--- src/cal_pkg.sv ---
// cal_pkg: shared types and codes for the cursor array list
// command and error codes, cell control word and result beat layout
// no dependencies

package cal_pkg;

	// command codes carried on the cmd field
	typedef enum logic [3:0] {
		CMD_APPEND = 4'd0,
		CMD_INSERT = 4'd1,
		CMD_REMOVE = 4'd2,
		CMD_SET    = 4'd3,
		CMD_GET    = 4'd4,
		CMD_GOTO   = 4'd5,
		CMD_NEXT   = 4'd6,
		CMD_PREV   = 4'd7,
		CMD_START  = 4'd8,
		CMD_END    = 4'd9,
		CMD_CLEAR  = 4'd10
	} cmd_t;

	// error codes returned with every result
	typedef enum logic [1:0] {
		ERR_OK    = 2'd0,
		ERR_FULL  = 2'd1,
		ERR_EMPTY = 2'd2,
		ERR_RANGE = 2'd3
	} err_t;

	// what the row of cells does on this cycle
	typedef enum logic [1:0] {
		OP_NONE   = 2'd0,
		OP_WRITE  = 2'd1,
		OP_INSERT = 2'd2,
		OP_REMOVE = 2'd3
	} cell_op_t;

	// control word broadcast to every cell
	typedef struct packed {
		cell_op_t    op;
		logic [7:0]  elem;
	} cell_cmd_t;

	// one result beat
	typedef struct packed {
		logic [7:0]  value;
		logic [6:0]  cursor;
		logic [6:0]  count;
		err_t        err;
	} res_t;

	// capacity after reset
	localparam logic [6:0] CAPACITY_RST = 7'd64;

endpackage

--- src/cal_cell.sv ---
// cal_cell: one entry of the list, a byte register
// loads the element, its lower neighbour or its upper neighbour as the control word asks
// depends on cal_pkg

module cal_cell #(
	parameter int CW  = 7,
	parameter int IDX = 0
) (
	input  logic                  clk,
	input  cal_pkg::cell_cmd_t    ctl,
	input  logic [CW-1:0]         pos,
	input  logic [CW-1:0]         last,
	input  logic [7:0]            below,
	input  logic [7:0]            above,
	output logic [7:0]            data
);

	localparam logic [CW-1:0] MY_IDX  = CW'(IDX);
	localparam logic [CW-1:0] NXT_IDX = CW'(IDX + 1);

	logic [7:0] data_q;
	logic [7:0] data_d;
	logic       load;

	// pick the source for this entry
	always_comb begin
		data_d = data_q;
		load   = 1'b0;
		case (ctl.op)
			cal_pkg::OP_WRITE: begin
				if (MY_IDX == pos) begin
					data_d = ctl.elem;
					load   = 1'b1;
				end
			end
			cal_pkg::OP_INSERT: begin
				if (MY_IDX == pos) begin
					data_d = ctl.elem;
					load   = 1'b1;
				end else if (MY_IDX > pos && MY_IDX <= last) begin
					data_d = below;
					load   = 1'b1;
				end
			end
			cal_pkg::OP_REMOVE: begin
				if (MY_IDX >= pos && NXT_IDX < last) begin
					data_d = above;
					load   = 1'b1;
				end
			end
			default: begin
				load = 1'b0;
			end
		endcase
	end

	// entry register, contents undefined until written
	always_ff @(posedge clk) begin
		if (load) begin
			data_q <= data_d;
		end
	end

	assign data = data_q;

endmodule

--- src/cal_ctrl.sv ---
// cal_ctrl: command decode, cursor and count registers
// drives the cell control word and forms the result beat
// depends on cal_pkg

module cal_ctrl #(
	parameter int DEPTH = 64,
	parameter int CW    = 7,
	parameter int AW    = 6
) (
	input  logic                  clk,
	input  logic                  arst_n,
	input  logic                  accept,
	input  logic [3:0]            cmd,
	input  logic [7:0]            element,
	input  logic [6:0]            position,
	input  logic [6:0]            capacity,
	input  logic [7:0]            rd_data,
	output logic [AW-1:0]         rd_idx,
	output cal_pkg::cell_cmd_t    cell_cmd,
	output logic [CW-1:0]         pos,
	output logic [CW-1:0]         last,
	output cal_pkg::res_t         res
);

	localparam int XW = (CW > 7) ? CW : 7;
	localparam logic [XW-1:0] DEPTH_X = XW'(DEPTH);

	logic [CW-1:0] count_q;
	logic [CW-1:0] cursor_q;
	logic [CW-1:0] count_d;
	logic [CW-1:0] cursor_d;

	logic [XW-1:0] cap_x;
	logic [XW-1:0] limit;
	logic [XW-1:0] cnt_x;
	logic [XW-1:0] tgt_x;
	logic [XW-1:0] cur_x;
	logic [XW-1:0] cnt_out_x;
	logic [CW:0]   cur_inc;
	logic          full;
	logic          empty;
	logic          at_end;
	cal_pkg::cell_op_t op;
	logic [7:0]    value;
	cal_pkg::err_t err;

	// limit in force is the smaller of capacity and depth
	always_comb begin
		cap_x  = XW'(capacity);
		limit  = (cap_x < DEPTH_X) ? cap_x : DEPTH_X;
		cnt_x  = XW'(count_q);
		tgt_x  = XW'(position);
		full   = (cnt_x >= limit);
		empty  = (count_q == '0);
		at_end = (cursor_q >= count_q);
		cur_inc = {1'b0, cursor_q} + (CW+1)'(1);
	end

	// read address: goto target or the cursor
	assign rd_idx = (cal_pkg::cmd_t'(cmd) == cal_pkg::CMD_GOTO) ? AW'(tgt_x) : AW'(cursor_q);

	// command decode
	always_comb begin
		count_d  = count_q;
		cursor_d = cursor_q;
		op       = cal_pkg::OP_NONE;
		pos      = cursor_q;
		value    = 8'h00;
		err      = cal_pkg::ERR_OK;
		case (cal_pkg::cmd_t'(cmd))
			cal_pkg::CMD_APPEND: begin
				if (full) begin
					err = cal_pkg::ERR_FULL;
				end else begin
					op      = cal_pkg::OP_WRITE;
					pos     = count_q;
					count_d = count_q + CW'(1);
				end
			end
			cal_pkg::CMD_INSERT: begin
				if (full) begin
					err = cal_pkg::ERR_FULL;
				end else begin
					op      = cal_pkg::OP_INSERT;
					count_d = count_q + CW'(1);
				end
			end
			cal_pkg::CMD_REMOVE: begin
				if (empty) begin
					err = cal_pkg::ERR_EMPTY;
				end else if (at_end) begin
					err = cal_pkg::ERR_RANGE;
				end else begin
					op      = cal_pkg::OP_REMOVE;
					value   = rd_data;
					count_d = count_q - CW'(1);
				end
			end
			cal_pkg::CMD_SET: begin
				op = cal_pkg::OP_WRITE;
			end
			cal_pkg::CMD_GET: begin
				if (empty) begin
					err = cal_pkg::ERR_EMPTY;
				end else if (at_end) begin
					err = cal_pkg::ERR_RANGE;
				end else begin
					value = rd_data;
				end
			end
			cal_pkg::CMD_GOTO: begin
				if (tgt_x > cnt_x) begin
					err = cal_pkg::ERR_RANGE;
				end else begin
					cursor_d = CW'(tgt_x);
					if (tgt_x < cnt_x) begin
						value = rd_data;
					end
				end
			end
			cal_pkg::CMD_NEXT: begin
				if (cur_inc < {1'b0, count_q}) begin
					cursor_d = cur_inc[CW-1:0];
				end
			end
			cal_pkg::CMD_PREV: begin
				if (cursor_q != '0) begin
					cursor_d = cursor_q - CW'(1);
				end
			end
			cal_pkg::CMD_START: begin
				cursor_d = '0;
			end
			cal_pkg::CMD_END: begin
				cursor_d = empty ? '0 : count_q - CW'(1);
			end
			cal_pkg::CMD_CLEAR: begin
				count_d  = '0;
				cursor_d = '0;
			end
			default: begin
				err = cal_pkg::ERR_OK;
			end
		endcase
	end

	// cells move only on an accepted beat
	assign cell_cmd.op   = accept ? op : cal_pkg::OP_NONE;
	assign cell_cmd.elem = element;
	assign last          = count_q;

	// result beat, positions cut to the field width
	always_comb begin
		cur_x      = XW'(cursor_d);
		cnt_out_x  = XW'(count_d);
		res.value  = value;
		res.cursor = cur_x[6:0];
		res.count  = cnt_out_x[6:0];
		res.err    = err;
	end

	// cursor and count registers
	always_ff @(posedge clk or negedge arst_n) begin
		if (!arst_n) begin
			count_q  <= '0;
			cursor_q <= '0;
		end else if (accept) begin
			count_q  <= count_d;
			cursor_q <= cursor_d;
		end
	end

endmodule

--- src/cursor_array_list_unit.sv ---
// cursor_array_list_unit: byte list with a cursor built as a row of entry cells
// an accepted command's result is registered in the result register or the skid stage
// one command per cycle while cmd_stall is low; insert and remove shift cells at once
// the result register and a one-beat skid stage let a command in while a result waits
// reset: count and cursor go to zero, capacity to 64; entry contents stay undefined
// depends on cal_pkg, cal_ctrl, cal_cell

module cursor_array_list_unit #(
	parameter int DEPTH = 64
) (
	input  logic        clk,
	input  logic        arst_n,
	// configuration
	input  logic        cfg_valid,
	output logic        cfg_ready,
	input  logic [6:0]  capacity,
	// command channel
	input  logic        cmd_valid,
	output logic        cmd_stall,
	input  logic [3:0]  cmd,
	input  logic [7:0]  element,
	input  logic [6:0]  position,
	// result channel
	output logic        res_valid,
	input  logic        res_stall,
	output logic [7:0]  value,
	output logic [6:0]  cursor,
	output logic [6:0]  count,
	output logic [1:0]  error_code
);

	localparam int CW = $clog2(DEPTH + 1);
	localparam int AW = $clog2(DEPTH);

	logic [6:0]          capacity_q;
	logic                cmd_accept;
	logic                res_take;
	logic [AW-1:0]       rd_idx;
	logic [7:0]          rd_data;
	logic [CW-1:0]       pos;
	logic [CW-1:0]       last;
	cal_pkg::cell_cmd_t  cell_cmd;
	cal_pkg::res_t       ctrl_res;
	cal_pkg::res_t       res_q;
	cal_pkg::res_t       skid_q;
	logic                res_valid_q;
	logic                skid_valid_q;
	logic [7:0]          cell_data [DEPTH];
	logic [7:0]          below_data [DEPTH];
	logic [7:0]          above_data [DEPTH];

	// handshakes
	assign cfg_ready  = 1'b1;
	assign cmd_stall  = skid_valid_q;
	assign cmd_accept = cmd_valid && !skid_valid_q;
	assign res_take   = res_valid_q && !res_stall;

	// capacity register
	always_ff @(posedge clk or negedge arst_n) begin
		if (!arst_n) begin
			capacity_q <= cal_pkg::CAPACITY_RST;
		end else if (cfg_valid && cfg_ready) begin
			capacity_q <= capacity;
		end
	end

	// command decode and list state
	cal_ctrl #(
		.DEPTH (DEPTH),
		.CW    (CW),
		.AW    (AW)
	) u_ctrl (
		.clk      (clk),
		.arst_n   (arst_n),
		.accept   (cmd_accept),
		.cmd      (cmd),
		.element  (element),
		.position (position),
		.capacity (capacity_q),
		.rd_data  (rd_data),
		.rd_idx   (rd_idx),
		.cell_cmd (cell_cmd),
		.pos      (pos),
		.last     (last),
		.res      (ctrl_res)
	);

	// row of entry cells with neighbour links
	for (genvar g = 0; g < DEPTH; g++) begin : g_cell
		if (g == 0) begin : g_first
			assign below_data[g] = 8'h00;
		end else begin : g_mid_lo
			assign below_data[g] = cell_data[g-1];
		end
		if (g == DEPTH - 1) begin : g_last
			assign above_data[g] = 8'h00;
		end else begin : g_mid_hi
			assign above_data[g] = cell_data[g+1];
		end

		cal_cell #(
			.CW  (CW),
			.IDX (g)
		) u_cell (
			.clk   (clk),
			.ctl   (cell_cmd),
			.pos   (pos),
			.last  (last),
			.below (below_data[g]),
			.above (above_data[g]),
			.data  (cell_data[g])
		);
	end

	// read port at the cursor or goto target
	assign rd_data = cell_data[rd_idx];

	// result register and skid stage, valid bits
	always_ff @(posedge clk or negedge arst_n) begin
		if (!arst_n) begin
			res_valid_q  <= 1'b0;
			skid_valid_q <= 1'b0;
		end else if (skid_valid_q) begin
			if (res_take) begin
				skid_valid_q <= 1'b0;
			end
		end else if (cmd_accept) begin
			if (res_valid_q && !res_take) begin
				skid_valid_q <= 1'b1;
			end else begin
				res_valid_q <= 1'b1;
			end
		end else if (res_take) begin
			res_valid_q <= 1'b0;
		end
	end

	// result and skid payload
	always_ff @(posedge clk) begin
		if (skid_valid_q) begin
			if (res_take) begin
				res_q <= skid_q;
			end
		end else if (cmd_accept) begin
			if (res_valid_q && !res_take) begin
				skid_q <= ctrl_res;
			end else begin
				res_q <= ctrl_res;
			end
		end
	end

	assign res_valid  = res_valid_q;
	assign value      = res_q.value;
	assign cursor     = res_q.cursor;
	assign count      = res_q.count;
	assign error_code = res_q.err;

`ifndef NO_ASSERTIONS
	// a beat in the skid stage means the result register is full too
	a_skid_implies_res: assert property (@(posedge clk) disable iff (!arst_n)
		skid_valid_q |-> res_valid_q)
		else $error("skid stage holds a beat while the result register is empty");

	// an accepted command always leaves a result ready next cycle
	a_accept_gives_result: assert property (@(posedge clk) disable iff (!arst_n)
		cmd_accept |=> res_valid_q)
		else $error("accepted command produced no result beat");

	// a rejected command must leave every cell alone
	a_error_holds_cells: assert property (@(posedge clk) disable iff (!arst_n)
		(cmd_accept && ctrl_res.err != cal_pkg::ERR_OK) |-> (cell_cmd.op == cal_pkg::OP_NONE))
		else $error("cells moved on a command that reported an error");

	// count never exceeds the number of cells
	a_count_bounded: assert property (@(posedge clk) disable iff (!arst_n)
		last <= CW'(DEPTH))
		else $error("entry count exceeds depth");
`endif

endmodule
--- config.mk ---
export PLATFORM = sky130hd
export DESIGN_NAME = cursor_array_list_unit
export DESIGN_NICKNAME = d
export VERILOG_FILES = /design/src/cal_pkg.sv /design/src/cal_cell.sv /design/src/cal_ctrl.sv /design/src/cursor_array_list_unit.sv
export SDC_FILE = /design/constraint.sdc
export NUM_CORES = 2
export LEC_CHECK = 0
export BUFFER_PORTS_ARGS = -buffer_cell sky130_fd_sc_hd__buf_2
export CAP_MARGIN = 20
export CORE_MARGIN = 5
export CORE_UTILIZATION = 33
export CTS_BUF_LIST = sky130_fd_sc_hd__clkbuf_8
export DETAILED_ROUTE_END_ITERATION = 7
export GPL_ROUTABILITY_DRIVEN = 0
export PLACE_DENSITY = 0.61
export RECOVER_POWER = 25
export SKIP_CTS_REPAIR_TIMING = 1
export SLEW_MARGIN = 20
export SYNTH_ARGS = -nofsm -noshare
export SYNTH_HDL_FRONTEND = slang
export SYNTH_SLANG_ARGS = --single-unit
--- constraint.sdc ---
create_clock -name clk -period 3.9 [get_ports clk]
set_input_delay 0.39 -clock clk [delete_from_list [all_inputs] [get_ports clk]]
set_output_delay 0.39 -clock clk [all_outputs]
set_load 0.01 [all_outputs]
Word level (Yosys, flattened, before mapping)

Cells that the tools add are included.

Reduce and logical (&&, ||, !) cells: 211
Magnitude comparators: 263
Multiplexer cells: 683
Bitwise operators: 2
Eq/ne operators: 271
Add/sub/neg operators: 4

Operators with widths:

| kind               | count |
|---|---|
| $mux 8             | 262 |
| $pmux 8 s3         | 64 |
| $reduce_and 5->1   | 64 |
| $mux 1             | 265 |
| $ne 2x1->1 const B | 128 |
| $eq 6x7->1 const A | 32 |
| $ge 6x7->1 const A | 32 |
| $gt 6x7->1 const A | 32 |
| $le 6x7->1 const A | 32 |
| $lt 6x7->1 const A | 32 |
| $ne 3x1->1 const B | 64 |
| $pmux 1 s3         | 64 |
| $logic_and 1x1->1  | 131 |
| $eq 5x7->1 const A | 16 |
| $ge 5x7->1 const A | 16 |
| $gt 5x7->1 const A | 16 |
| $le 5x7->1 const A | 16 |
| $lt 5x7->1 const A | 16 |
| $mux 24            | 4 |
| $mux 7             | 10 |
| $eq 4x7->1 const A | 8 |
| $ge 4x7->1 const A | 8 |
| $gt 4x7->1 const A | 8 |
| $le 4x7->1 const A | 8 |
| other kinds (51)   | 106 |

Flip-flop bits (word level): 583
Output and inout bits: 27
Bits of input ports: 31

Logic depth before layout (Yosys ltp)

Word-level depth: 12
Mapped depth: 15

Worst setup path before layout

No wires, ideal clock.

Kind: reg2reg
Start: register u_ctrl.count_q[0], in the netlist u_ctrl.last[0]
End: register g_cell[2].u_cell.data_q[0] (enable)
Arrival time: 3.810 ns
Cell stages (with the launch flop): 15
Path slack: -0.299 ns
Cell sequence: dfrtp_1 > clkbuf_1 > inv_1 > ha_1 > nand2b_1 > a21o_1 > a21oi_1 > o21ai_2 > buf_6 > buf_6 > mux2i_1 > buf_4 > nor2_1 > a32oi_1 > a311oi_1

Longest elaborated chain between the ends: 9

Ends and longest elaborated chain:

| item                                | line            | RTL |
|---|---|---|
| from (decl)                         | cal_ctrl.sv:28  | `logic [CW-1:0] count_q;` |
| from (signal assigned)              | cal_ctrl.sv:168 | `count_q <= count_d;` |
| $ge 7x7->1                          | cal_ctrl.sv:53  | `full = (cnt_x >= limit);` |
| $mux 7                              | cal_ctrl.sv:72  | `if (full) begin` |
| $mux 7                              | cal_ctrl.sv:70  | `case (cal_pkg::cmd_t'(cmd))` |
| $gt 2x7->1                          | cal_cell.sv:40  | `end else if (MY_IDX > pos && MY_IDX <= last) begin` |
| $logic_and 1x1->1                   | cal_cell.sv:40  |  |
| $mux 1                              | cal_cell.sv:40  |  |
| $mux 1                              | cal_cell.sv:37  | `if (MY_IDX == pos) begin` |
| $pmux 1 s3                          | cal_cell.sv:29  | `case (ctl.op)` |
| $reduce_and 5->1 (no source line) * | --              |  |
| to (signal assigned)                | cal_cell.sv:60  | `data_q <= data_d;` |
| to (decl)                           | cal_cell.sv:21  | `logic [7:0] data_q;` |

Every way passes the cells marked *; elsewhere a longest branch is shown, timed or not.
A chain may end at the register's enable or synchronous reset.

Worst setup path in the final report

Start: register u_ctrl.cursor_q[3]
End: register res_q, in the netlist value[6], data pin

Longest elaborated chain between the ends: 11

Ends and longest elaborated chain:

| item                                      | line                                             | RTL |
|---|---|---|
| from (decl)                               | cal_ctrl.sv:29                                   | `logic [CW-1:0] cursor_q;` |
| from (signal assigned)                    | cal_ctrl.sv:169                                  | `cursor_q <= cursor_d;` |
| $mux 6                                    | cal_ctrl.sv:60                                   | `assign rd_idx = (cal_pkg::cmd_t'(cmd) == cal_pkg::CMD_GOTO) ? AW'(tgt_x) : AW'(cursor_q);` |
| $not 6->7 (not written as such)           | cursor_array_list_unit.sv:116                    | `assign rd_data = cell_data[rd_idx];` |
| $bmux 8 s6                                | cursor_array_list_unit.sv:116                    |  |
| $mux 8 (not written as such) (2 in a row) | cursor_array_list_unit.sv:116                    |  |
| $mux 8, on equally long branches          | cal_ctrl.sv:116, cal_ctrl.sv:91, cal_ctrl.sv:105 |  |
| $mux 8, on equally long branches          | cal_ctrl.sv:112, cal_ctrl.sv:103                 |  |
| $pmux 8 s2 *                              | cal_ctrl.sv:70                                   |  |
| $mux 24 *                                 | cursor_array_list_unit.sv:145                    | `if (res_valid_q && !res_take) begin` |
| $mux 24 *                                 | cursor_array_list_unit.sv:144                    | `end else if (cmd_accept) begin` |
| $mux 24 *                                 | cursor_array_list_unit.sv:140                    | `if (skid_valid_q) begin` |
| to (signal assigned)                      | cursor_array_list_unit.sv:142                    | `res_q <= skid_q;` |
| to (signal assigned)                      | cursor_array_list_unit.sv:148                    | `res_q <= ctrl_res;` |
| to (decl)                                 | cursor_array_list_unit.sv:44                     | `cal_pkg::res_t res_q;` |

Every way passes the cells marked *; elsewhere a longest branch is shown, timed or not. The select of a mux whose other input is x is not followed.

==> results by stage <==
Timing:
- The worst clock skew is 0.0868 ns.
- The final number of hold-violating endpoints is 0.
- The worst hold-check slack is 0.0447 ns.
- The maximum clock rate is about 250 MHz.
- The number of pins with negative max-slew slack in the final report came to 25.
- The relative max-transition margin is -26.7%.
- Setup total negative slack on the finished layout was measured at -0.195 ns.
- Setup violations remaining at the end of the flow were counted as 2.
- The ratio of final minimum period to clock period is 103%.
- Counting I/O delays and the setup requirement, the final critical path takes between 4 and 5 ns.
- For the pin with the worst max-slew slack, the measured transition is roughly 1.9 ns.
- After layout, the worst setup slack is -0.121 ns.

Critical path:
- The slowest cell on the critical path is nor3_1.
- The endpoint class of the critical path is a register.
- The worst setup path category is reg -> reg.
- The timing startpoint of the critical path is u_ctrl.cursor_q[3]$_DFFE_PN0P_.
- At the worst endpoint, the arrival time is 4.55 ns.
- Setup slack on the worst reg-to-reg path comes out at -0.12 ns.
- The maximum cell stage delay along the critical path is around 0.75 ns.
- The startpoint identified for the worst register-to-register timing path is u_ctrl.cursor_q[3]$_DFFE_PN0P_.
- The worst setup path is launched from a register.
- Walking the worst path, the cells encountered are buf_4 -> mux2_1 -> clkbuf_4 -> mux4_2 -> nand2_1 -> a21oi_1 -> nor3_1 -> o2111ai_1 -> a32o_1.
- In this run the worst path has a maximum fanout of 24.
- The destination of the worst register-to-register timing path is value[6]$_DFFE_PP_.
- The worst register-to-register path has a depth of 9.
- The required time at the worst-slack endpoint is 4.43 ns.

Global route:
- Summed over all layers, the global routing overflow is 0.
- The number of global-route vias before repair came to about 36000.
- Entering global routing, the biggest net connects 151 pins.
- In the global route stage, overall resource usage came out at 25.5%.
- The number of antenna violations at the first check in global routing came to 7.
- The first global-routing pass estimated around 240000 microns of wire.

Outcome:
- The flow ran to the end, but the final reports show violations.
- The checks that failed: DRC, capacitance limit, slew limit, setup timing.

Detailed routing:
- After the first detailed-routing iteration, the DRC count stood at between 5000 and 6000.
- The number of iterations in the first detailed-routing pass is 8.
- The DRC violation count after routing is 50.
- Dividing the detail-routed wire length by the instance count gives 28.6 microns.
- The ratio of routed vias to standard cells is between 6 and 7.
- The via count of the routed design is 37800.
- Wires add up to between 150000 and 200000 microns.
- The final antenna-violating net count is 0.

CTS:
- The number of H-tree levels is 3.
- The CTS tree is built.
- In this run, CTS created clock tree buffers numbering ~100.
- For this design, the sink count on the clock tree is ~580.
- The tree is rooted in a clkbuf_8.
- The later pin in the worst-skew pair is clocked with a latency of just over 0.8 ns.
- The clock transition at the register clock pins on the worst setup and hold paths after CTS is 0.06 ns.
- The clock passes through at most 3 buffers.

Placement:
- The sum of net half-perimeters after detailed placement is 120000 microns.
- The area of placed instances is 43400 sq um.
- The count of buffers inserted at the top-level ports is 56.
- The number of placed instances with taps included is 5689.
- Before CTS, the worst setup slack after placement is -0.482 ns.

Floorplan:
- The area of the placeable core is between 100000 and 150000 sq um.
- The floorplan has 126 rows.
- The horizontal die dimension is 354 microns.
- The number of primary I/O pins is 58.
- The die covers 126000 sq um.
- Once the floorplan was initialized, standard cells occupied around a third of the core.
- Measured along the y axis, the die boundary spans 354 microns.

Final layout:
- The top cell types in the final layout, fill and taps aside, are 614 x nand2_1, 560 x edfxtp_1, 433 x a21oi_1.
- The library cell used most frequently in the layout, excluding fill and tap cells, is nand2_1.
- The filler cells instantiated in the layout total 11700.
- In the final layout, the share of cells above drive strength 1 is between 15 and 20%.
- At the end of the flow, the number of nets in the layout was 4341.
- The final instance count without filler cells is ~5900.
- The area added between synthesis and finish is 16.5%.
- The finished cells cover between 40000 and 50000 sq um.

Min path:
- The capture endpoint of the worst hold path is capacity_q[1]$_DFFE_PN0P_.
- In this run the most critical hold path is launched from cfg_valid.
- The cell depth of the worst hold path is 2.
- The path type of the worst min-delay path is in -> reg.

Synthesis:
- Of all flip-flops after synthesis, the portion carrying an async set or reset was 3.95%.
- After synthesis the cells add up to 39100 sq um.
- The number of distinct library cell variants in the gate-level netlist after synthesis is 95.
- The number of nets handed over by synthesis was 4133.
- For this run, the register share of the synthesized area comes to 44.4%.
- The number of synthesis warnings is 0.
- The leading register cell type out of synthesis is edfxtp_1.
- The post-synthesis cell type with the largest combined area is edfxtp_1.
- Yosys attributes the largest share of cell area to edfxtp_1 43%, mux2i_1 11%, nand2_1 5.9%.
- The mean cell area of the mapped netlist is 9.63 sq um.
- The total of flip-flops plus latches after synthesis is around 580.
- The number of enable-type register cells in the synthesized netlist is 560.
- After synthesis, the largest area contributor takes up 43.0% of total cell area.
- The post-synthesis instance total is 4066.

Pwr:
- IR analysis of the VDD net gives a maximum drop of 0.000322 V.
- The power density over cell area is 580 nW/um^2.
- For this design the static power due to leakage is 0.0168 uW.

Flow run:
- The max-capacitance violation count is 1.
==> cell usage after synthesis, drive strengths merged, types with 13 or more instances <==
cell / count
mux2i: 444
edfxtp: 560
nor4: 13
a22o: 66
a31oi: 52
nor3: 61
a22oi: 74
a21oi: 443
buf: 97
nand3: 91
a2bb2oi: 17
a211oi: 31
mux2: 48
and3: 14
a222oi: 16
o21ai: 397
o21a: 14
a221oi: 41
o31ai: 13
a32oi: 28
a21o: 59
nor2: 166
o22ai: 27
nand2b: 15
ha: 36
nand4: 22
inv: 47
and2: 26
o211ai: 64
nand2: 619
clkbuf: 263
a221o: 24
dfrtp: 22
mux4: 20
==> worst max path at each step <==
stage / to / slack (ns) / depth (start not counted)
after global routing: g_cell[6].u_cell.data[3]$_DFFE_PP_ / -0.002 / 15
after global placement: value[3]$_DFFE_PP_ / -0.47 / 11
after detailed placement: value[3]$_DFFE_PP_ / -0.48 / 11
after floorplan: g_cell[61].u_cell.data[0]$_DFFE_PP_ / -0.20 / 14
after CTS: g_cell[28].u_cell.data[5]$_DFFE_PP_ / -0.38 / 13
final: value[6]$_DFFE_PP_ / -0.12 / 9
==> per-stage QoR <==
step	power, uW	util, %
after floorplan	14700	-
after detailed placement	20100	36.8
after global placement	20100	36.8
after global routing	27100	38.7
after CTS	25600	38.4
final	26400	38.7
==> worst max-delay path, delay by kind of cell, from the launching register on <==
family	cells	cell delay, ns
buffers and inverters	2	0.82
multiplexers	2	1.03
AND/OR/NAND/NOR	2	0.84
AO/OA/AOI/OAI	3	0.71
flip-flops	1	0.35
==> cell type report <==
cell class	count	area [sq um]	share of cell area [%]
antenna	9	22.5	0.0494
inverter	49	184	0.403
clock buffer	106	1460	3.20
sequential	583	17400	38.1
multi-input combinational	3074	20600	45.3
tap	1536	1920	4.21
clock inverter	85	439	0.963
timing repair buffer	463	3540	7.76
==> metal layers <==
layer | track usage, % | vias to the layer above | part of all wire, %
met5 | 0.538 | - | 0.057
met4 | 14.6 | 6 | 7.0
met3 | 8.25 | 749 | 13
met2 | 38.1 | 2953 | 43
met1 | 32.4 | 18100 | 38
li1 | - | 16000 | -
==> sequential cells by signal, indices dropped and copies added, names as in the netlist <==
| register | cells |
|---|---|
| capacity_q | 7 |
| cmd_stall | 1 |
| count | 7 |
| cursor | 7 |
| error_code | 2 |
| g_cell.u_cell.data | 512 |
| res_valid | 1 |
| skid_q | 24 |
| u_ctrl.cursor_q | 7 |
| u_ctrl.last | 7 |
| value | 8 |
==> power by group <==
part | switching (uW) | internal [uW] | leakage, uW
logic | 8880 | 4080 | 0.0103
clock network | 2820 | 2670 | 0.00111
registers | 432 | 7560 | 0.00536
total | 12100 | 14300 | 0.0168
==> cells by family (layout without fill, tap and decap cells) <==
kind of cell	Yosys count	after routing	synth area share, %
buffers and inverters	409	703	4.39
AND/OR/NAND/NOR	1067	1067	12.1
other	1	10	0.00958
AO/OA/AOI/OAI	1444	1444	23.4
flip-flops	583	583	44.4
XOR/XNOR	14	14	0.313
multiplexers	512	512	14.2
adder cells (fa/ha/maj)	36	36	1.15
Power figures use the tool's default switching activity.
